--- src/hdl/ple_pkg.sv ---
package ple_pkg;

	// Number of cells in the chain, and so the most entries the list holds.
	localparam int DEPTH = 16;
	// Width of the entry count, which must reach DEPTH itself.
	localparam int CNT_W = $clog2(DEPTH + 1);
	// Width used for cell indices and position arithmetic (covers 0..255).
	localparam int IX_W = 8;
	localparam int CMD_W = 3;
	localparam int ST_W = 3;
	localparam int LEN_W = 7;
	localparam int POS_W = 7;
	localparam int DATA_W = 32;

	typedef enum logic [CMD_W-1:0] {
		CMD_APPEND   = 3'd0,
		CMD_INSERT   = 3'd1,
		CMD_DEL_POS  = 3'd2,
		CMD_DEL_HEAD = 3'd3,
		CMD_DEL_TAIL = 3'd4,
		CMD_READ     = 3'd5
	} cmd_t;

	typedef enum logic [ST_W-1:0] {
		ST_OK     = 3'd0,
		ST_BADPOS = 3'd1,
		ST_EMPTY  = 3'd2,
		ST_FULL   = 3'd3,
		ST_ENTRY  = 3'd4
	} status_t;

	typedef enum logic [1:0] {
		CK_HOLD   = 2'd0,
		CK_INSERT = 2'd1,
		CK_REMOVE = 2'd2,
		CK_ROTATE = 2'd3
	} cell_kind_t;

	// Broadcast to every cell: what to do and over which index span.
	typedef struct packed {
		cell_kind_t      kind;
		logic [IX_W-1:0] lo;
		logic [IX_W-1:0] hi;
	} cell_ctl_t;

endpackage

--- src/hdl/ple_cell.sv ---
module ple_cell (
	input  logic                                  clk,
	input  logic [ple_pkg::IX_W-1:0]              idx,
	input  ple_pkg::cell_ctl_t                    ctl,
	input  logic signed [ple_pkg::DATA_W-1:0]     prev_data,
	input  logic signed [ple_pkg::DATA_W-1:0]     next_data,
	input  logic signed [ple_pkg::DATA_W-1:0]     load_data,
	output logic signed [ple_pkg::DATA_W-1:0]     data
);
	import ple_pkg::*;

	logic signed [DATA_W-1:0] data_q;
	logic signed [DATA_W-1:0] data_d;

	// Each cell works out its own move from its index and the broadcast span.
	always_comb begin
		data_d = data_q;
		case (ctl.kind)
			CK_INSERT: begin
				if (idx == ctl.lo)
					data_d = load_data;
				else if (idx > ctl.lo && idx <= ctl.hi)
					data_d = prev_data;
			end
			CK_REMOVE: begin
				if (idx >= ctl.lo && idx < ctl.hi)
					data_d = next_data;
			end
			CK_ROTATE: begin
				if (idx >= ctl.lo && idx < ctl.hi)
					data_d = next_data;
				else if (idx == ctl.hi)
					data_d = load_data;
			end
			default: data_d = data_q;
		endcase
	end

	always_ff @(posedge clk) begin
		data_q <= data_d;
	end

	assign data = data_q;

endmodule

--- src/hdl/positional_list_engine.sv ---
// Channel   Direction  Handshake                Word
// input     in         in_valid / in_ready      command, value, position
// output    out        out_valid / out_ready    status, entry_value, length, last
//
// An edit command's status word is placed in the output register as the
// command is accepted; edits can follow one another every cycle while the
// output is not stalled. After taking a read-out command, the input is held
// off while one word is sent per entry, as the cell chain rotates by one
// place per word so that cell 0 always holds the next entry. The next command
// can be taken once the final word has been placed in the output register.
// A stall on the output holds both the output register and the chain.
// Reset clears the entry count and the control state; cell contents are
// left as they are and are never read beyond the count.
module positional_list_engine (
	input  logic                                  clk,
	input  logic                                  arst_n,
	input  logic                                  in_valid,
	output logic                                  in_ready,
	input  logic [ple_pkg::CMD_W-1:0]             command,
	input  logic signed [ple_pkg::DATA_W-1:0]     value,
	input  logic [ple_pkg::POS_W-1:0]             position,
	output logic                                  out_valid,
	input  logic                                  out_ready,
	output logic [ple_pkg::ST_W-1:0]              status,
	output logic signed [ple_pkg::DATA_W-1:0]     entry_value,
	output logic [ple_pkg::LEN_W-1:0]             length,
	output logic                                  last
);
	import ple_pkg::*;

	// Control state.
	logic             out_valid_q;
	logic             rd_active_q;
	logic [CNT_W-1:0] rd_cnt_q;
	logic [CNT_W-1:0] count_q;

	// Output word register.
	logic [ST_W-1:0]          status_q;
	logic signed [DATA_W-1:0] entry_q;
	logic [LEN_W-1:0]         length_q;
	logic                     last_q;

	// Handshake.
	logic slot_free;
	logic in_fire;
	logic rd_step;

	// Command decode.
	logic [IX_W-1:0]  cnt_ix;
	logic [IX_W-1:0]  pos_ix;
	logic [IX_W-1:0]  pos_m1;
	logic [CNT_W-1:0] count_d;
	logic [ST_W-1:0]  edit_status;
	logic             start_read;
	logic             rd_last;
	cell_ctl_t        ctl;

	// Cell chain.
	logic signed [DATA_W-1:0] cell_data [DEPTH];
	logic signed [DATA_W-1:0] load_data;

	// The output register can take a new word when it is empty or being drained.
	assign slot_free = !out_valid_q || out_ready;
	assign in_ready  = !rd_active_q && slot_free;
	assign in_fire   = in_valid && in_ready;
	assign rd_step   = rd_active_q && slot_free;
	assign rd_last   = (rd_cnt_q + CNT_W'(1)) == count_q;

	assign cnt_ix = IX_W'(count_q);
	assign pos_ix = IX_W'(position);
	assign pos_m1 = pos_ix - IX_W'(1);

	// Decide the new count, the status and how the chain moves. During a
	// read-out the chain rotates one place towards the front, with the front
	// entry wrapping round into the last occupied cell.
	always_comb begin
		count_d     = count_q;
		edit_status = ST_OK;
		start_read  = 1'b0;
		ctl.kind    = CK_HOLD;
		ctl.lo      = '0;
		ctl.hi      = '0;
		load_data   = value;
		if (rd_step) begin
			ctl.kind  = CK_ROTATE;
			ctl.lo    = '0;
			ctl.hi    = cnt_ix - IX_W'(1);
			load_data = cell_data[0];
		end else if (in_fire) begin
			case (command)
				CMD_APPEND: begin
					if (count_q >= CNT_W'(DEPTH)) begin
						edit_status = ST_FULL;
					end else begin
						ctl.kind = CK_INSERT;
						ctl.lo   = cnt_ix;
						ctl.hi   = cnt_ix;
						count_d  = count_q + CNT_W'(1);
					end
				end
				CMD_INSERT: begin
					if (pos_ix == '0 || pos_ix > cnt_ix + IX_W'(1)) begin
						edit_status = ST_BADPOS;
					end else if (count_q >= CNT_W'(DEPTH)) begin
						edit_status = ST_FULL;
					end else begin
						ctl.kind = CK_INSERT;
						ctl.lo   = pos_m1;
						ctl.hi   = cnt_ix;
						count_d  = count_q + CNT_W'(1);
					end
				end
				CMD_DEL_POS: begin
					if (count_q == '0) begin
						edit_status = ST_EMPTY;
					end else if (pos_ix == '0 || pos_ix > cnt_ix) begin
						edit_status = ST_BADPOS;
					end else begin
						ctl.kind = CK_REMOVE;
						ctl.lo   = pos_m1;
						ctl.hi   = cnt_ix - IX_W'(1);
						count_d  = count_q - CNT_W'(1);
					end
				end
				CMD_DEL_HEAD: begin
					if (count_q == '0) begin
						edit_status = ST_EMPTY;
					end else begin
						ctl.kind = CK_REMOVE;
						ctl.lo   = '0;
						ctl.hi   = cnt_ix - IX_W'(1);
						count_d  = count_q - CNT_W'(1);
					end
				end
				CMD_DEL_TAIL: begin
					if (count_q == '0)
						edit_status = ST_EMPTY;
					else
						count_d = count_q - CNT_W'(1);
				end
				CMD_READ: begin
					if (count_q == '0)
						edit_status = ST_EMPTY;
					else
						start_read = 1'b1;
				end
				default: edit_status = ST_OK;
			endcase
		end
	end

	// The chain: each cell sees its neighbours on both sides; the ends see zero.
	genvar gi;
	generate
		for (gi = 0; gi < DEPTH; gi++) begin : g_cell
			logic signed [DATA_W-1:0] prev_w;
			logic signed [DATA_W-1:0] next_w;
			if (gi == 0) begin : g_first
				assign prev_w = '0;
			end else begin : g_prev
				assign prev_w = cell_data[gi-1];
			end
			if (gi == DEPTH - 1) begin : g_end
				assign next_w = '0;
			end else begin : g_next
				assign next_w = cell_data[gi+1];
			end
			ple_cell u_cell (
				.clk       (clk),
				.idx       (IX_W'(gi)),
				.ctl       (ctl),
				.prev_data (prev_w),
				.next_data (next_w),
				.load_data (load_data),
				.data      (cell_data[gi])
			);
		end
	endgenerate

	// Control state. A read-out command loads no word of its own, so it
	// leaves the output register empty until the first entry word arrives.
	always_ff @(posedge clk or negedge arst_n) begin
		if (!arst_n) begin
			out_valid_q <= 1'b0;
			rd_active_q <= 1'b0;
			rd_cnt_q    <= '0;
			count_q     <= '0;
		end else begin
			if (slot_free)
				out_valid_q <= (in_fire && !start_read) || rd_step;
			count_q <= count_d;
			if (rd_step) begin
				rd_cnt_q <= rd_cnt_q + CNT_W'(1);
				if (rd_last)
					rd_active_q <= 1'b0;
			end else if (start_read) begin
				rd_cnt_q    <= '0;
				rd_active_q <= 1'b1;
			end
		end
	end

	// Output word. A read-out's entry words are loaded here once the read-out
	// is active, so the read-out command itself loads nothing here.
	always_ff @(posedge clk) begin
		if (rd_step) begin
			status_q <= ST_ENTRY;
			entry_q  <= cell_data[0];
			length_q <= LEN_W'(count_q);
			last_q   <= rd_last;
		end else if (in_fire && !start_read) begin
			status_q <= edit_status;
			entry_q  <= '0;
			length_q <= LEN_W'(count_d);
			last_q   <= 1'b1;
		end
	end

	assign out_valid   = out_valid_q;
	assign status      = status_q;
	assign entry_value = entry_q;
	assign length      = length_q;
	assign last        = last_q;

endmodule

--- config.mk ---
export PLATFORM = sky130hd
export DESIGN_NAME = positional_list_engine
export DESIGN_NICKNAME = d
export VERILOG_FILES = /design/src/hdl/ple_pkg.sv /design/src/hdl/ple_cell.sv /design/src/hdl/positional_list_engine.sv
export SDC_FILE = /design/constraint.sdc
export NUM_CORES = 2
export LEC_CHECK = 0
export BUFFER_PORTS_ARGS = -buffer_cell sky130_fd_sc_hd__buf_2
export CAP_MARGIN = 0
export CORE_MARGIN = 2
export CORE_UTILIZATION = 60
export CTS_BUF_LIST = sky130_fd_sc_hd__clkbuf_8
export CTS_CLUSTER_SIZE = 14
export DETAILED_ROUTE_END_ITERATION = 16
export PLACE_DENSITY = 0.77
export SLEW_MARGIN = 20
export SYNTH_ARGS = -nofsm -noshare
export SYNTH_HDL_FRONTEND = slang
export SYNTH_SLANG_ARGS = --single-unit
export TNS_END_PERCENT = 10
--- constraint.sdc ---
create_clock -name clk -period 8.3 [get_ports clk]
set_clock_uncertainty 0.2 [all_clocks]
set_input_delay 0.83 -clock clk [delete_from_list [all_inputs] [get_ports clk]]
set_output_delay 0.83 -clock clk [all_outputs]
set_load 0.01 [all_outputs]
==> impl_metrics.tcl <==
set metrics [dict create \
    status "finished clean" \
    synth.cells.most_frequent "550 x sky130_fd_sc_hd__edfxtp_1, 384 x sky130_fd_sc_hd__nand2_1, 318 x sky130_fd_sc_hd__a221o_1" \
    count_of_pins_over_their_slew_limit 0 \
    crit_arrival_ns 6.71 \
    ys_ff_latch 565 \
    post_synth_edffs 550 \
    post-route-util 0.6614 \
    grt_first_pass_wirelength_mm 179.4 \
    initial_core_util 0.6047 \
    area_share_of_the_leading_cell_type_in_the_synthesized_netlist 0.5219 \
    core_area_mm2 0.05234 \
    post_drt_wl_per_cell_um 33.09 \
    postSynthAreaPerCell_um2 10.55 \
    finalWirelength_mm 123.7 \
    final_design_area_no_fill_mm2 0.03462 \
    core.rowCount 84 \
    drt_drc_violations_left 0 \
    h_tree_depth 3 \
    critical_path_peak_fanout 38 \
    synth_cell_type_count 85 \
    cts_max_path_buffers 3 \
    vdd.ir_drop.worst_mv 0.3788 \
    portion_of_the_post_synthesis_area_used_by_sequential_elements 0.5332 \
    dpl.hpwl_mm 73.95 \
    holdBufCountCts 1 \
    relSlewSlack 0.1934 \
    numCtsBuffers 94 \
    final_hold_fails 0 \
    timing.setup.tns_ns 0 \
    max_clock_freq_mhz 153.2 \
    detail_route.first_pass.iterations 10 \
    timing_worst_slew_pin_value_ns 1.210 \
    ctsRootBufferMaster "sky130_fd_sc_hd__clkbuf_8" \
    vias_in_the_first_global_route 28300 \
    grt.overflow.total 0 \
    unrepaired_setup_endpoints_after_global_routing "no" \
    yosys.cell_count.top_type "sky130_fd_sc_hd__edfxtp_1" \
    cell_area_after_technology_mapping_mm2 0.03165 \
    postCtsSetupRepairBufs 0 \
    number_of_violations_reported_at_the_end_of_detailed_routing_iteration_0 5941 \
    io_pins 91 \
    dr_total_vias 29550 \
    die_width_um 233.7 \
    worst_ep_required_time_ns 8.48 \
    numPortBuffers 88 \
    fin_nets 3045 \
    route.antenna.remaining_nets 0 \
    tritoncts_num_sinks 565 \
    async_flop_share 0.02124 \
    period_share 0.7867 \
    groute.usage.overall 0.4462 \
    maximum_number_of_pins_on_one_net_before_global_route_repair 157 \
    dpl_cell_area_mm2 0.03288 \
    critical_path.startpoint_type "flop" \
    globalplace.congestion 0.9650 \
    cts_tree "built" \
    fp.dieH_um 233.7 \
    design.die.area_mm2 0.05460 \
    setup_viol 0 \
    clkTransAtPathRegs_ns 0.07 \
    timing.max_cap.violations 0 \
    synth_top_area_cell "sky130_fd_sc_hd__edfxtp_1" \
    grt_antenna_before_repair 4 \
    path_class "reg -> reg" \
    setup.worst_path.end_class "flop" \
    filler_cell_count 3990 \
    tmin_final_ns 6.529 \
    route.detailed.vias_per_inst 7.906 \
    clock_latency_ns 0.72 \
    ys.warnings.count 0 \
    post_synthesis_cells 2999 \
    holdCritPathClass "reg -> reg" \
    ys_dominant_reg_cell "sky130_fd_sc_hd__edfxtp_1" \
    cellPowerDensity_mw_per_mm2 485.5 \
    ctsResizeCount 0 \
    area_growth_pct 9.386 \
    drive_gt1_frac 0.1210 \
    p_leak_nw 12.44 \
    synth.top_cells.by_area "sky130_fd_sc_hd__edfxtp_1 52%, sky130_fd_sc_hd__a221o_1 10%, sky130_fd_sc_hd__nand2_1 4.6%, sky130_fd_sc_hd__o21ai_0 4.2%, sky130_fd_sc_hd__mux2i_1 4.0%" \
]
## layer usage
layer | track usage | share of wire
met5 | 0 | 0.00021
met3 | 0.1598 | 0.17
met4 | 0.2666 | 0.068
met1 | 0.5945 | 0.35
met2 | 0.6238 | 0.41
## where the power goes
part	internal (mW)	switching (mW)	total (mW)	leakage (nW)
clock	1.14	1.22	2.36	0.975
sequential	5.53	0.936	6.46	5.36
combinational	2.48	5.50	7.99	6.11
## sequential cells by signal, summed over array words and instances (netlist names)
register and count:
g_cell.u_cell.data 512, entry_value 32, length 5, rd_active_q 1, last 1, out_valid 1
status 3, rd_cnt_q 5, count_q 5
## cell usage in the layout (no fill, tap or decap), drive strengths merged, types with 68 or more instances in the layout
| cell | n |
|---|---|
| edfxtp | 550 |
| nand2 | 385 |
| a221o | 318 |
| o21ai | 302 |
| nand3 | 208 |
| nor2 | 179 |
| buf | 162 |
| a21oi | 148 |
| o221ai | 129 |
| mux2i | 126 |
| clkbuf | 99 |
| clkinv | 68 |
## layout make-up
class                      count  area (µm²)  share of cell area
tap                          688       860.8             0.02487
clock inverter                67       326.6            0.009433
multi-input combinational   2109       13920              0.4020
timing repair buffer         163        1101             0.03181
antenna                        1       2.502          0.00007229
inverter                      46       172.7            0.004988
clock buffer                  99        1363             0.03936
sequential                   565       16880              0.4875
## worst paths after layout
kind	from	endpoint	slack, ns	depth (start not counted)
setup / recovery	count_q[1]	g_cell[10].u_cell.data[11]	1.77	15
hold / removal	status[2]	status[2]	0.25	2
setup reg to reg	count_q[1]	g_cell[10].u_cell.data[11]	1.77	15
hold reg to reg	status[2]	status[2]	0.25	2
max in group asynchronous	arst_n	count_q[3]	7.30	2
min in group asynchronous	arst_n	count_q[1]	0.34	2
## kinds of logic after synthesis
family                     after synthesis  share of synthesized area
other                                    1                  0.0001185
muxes                                  128                    0.04056
xor gates and xnor gates                16                   0.004428
adders and majority gates               20                   0.007907
AOI/OAI and AO/OA                     1056                     0.2477
buffers and inverters                  326                    0.04250
DFF                                    565                     0.5332
and+or+nand+nor                        887                     0.1235
## critical path: stages (launching register included)
cell                       delay [ns]
sky130_fd_sc_hd__dfrtp_1         0.63
sky130_fd_sc_hd__inv_1           0.26
sky130_fd_sc_hd__ha_1            0.45
sky130_fd_sc_hd__inv_1           0.15
sky130_fd_sc_hd__ha_1            0.32
sky130_fd_sc_hd__nand3b_1        0.07
sky130_fd_sc_hd__a21o_1          0.19
sky130_fd_sc_hd__a21oi_1         0.30
sky130_fd_sc_hd__o22ai_2         0.23
sky130_fd_sc_hd__a21o_1          0.33
sky130_fd_sc_hd__nand2_2         0.09
sky130_fd_sc_hd__buf_4           0.49
sky130_fd_sc_hd__o21ai_0         0.22
sky130_fd_sc_hd__or3_2           0.92
sky130_fd_sc_hd__a211oi_4        0.80
sky130_fd_sc_hd__buf_4           0.49
## per-stage QoR
| stage | setup slack, ns | hold WS, ns | std cells | power, mW |
|---|---|---|---|---|
| detailed placement | 1.985 | 0.2480 | 3568 | 13.94 |
| CTS | 1.947 | 0.2558 | 3735 | 16.28 |
| finish | 1.771 | 0.2523 | 3738 | 16.81 |
| global route | 1.574 | 0.2880 | 3737 | 17.28 |
| global placement | 1.959 | 0.2303 | 3563 | 13.65 |
| floorplan | 1.647 | 0.2666 | 3000 | 10.96 |
Note: power is estimated with default switching activity, not from simulation.
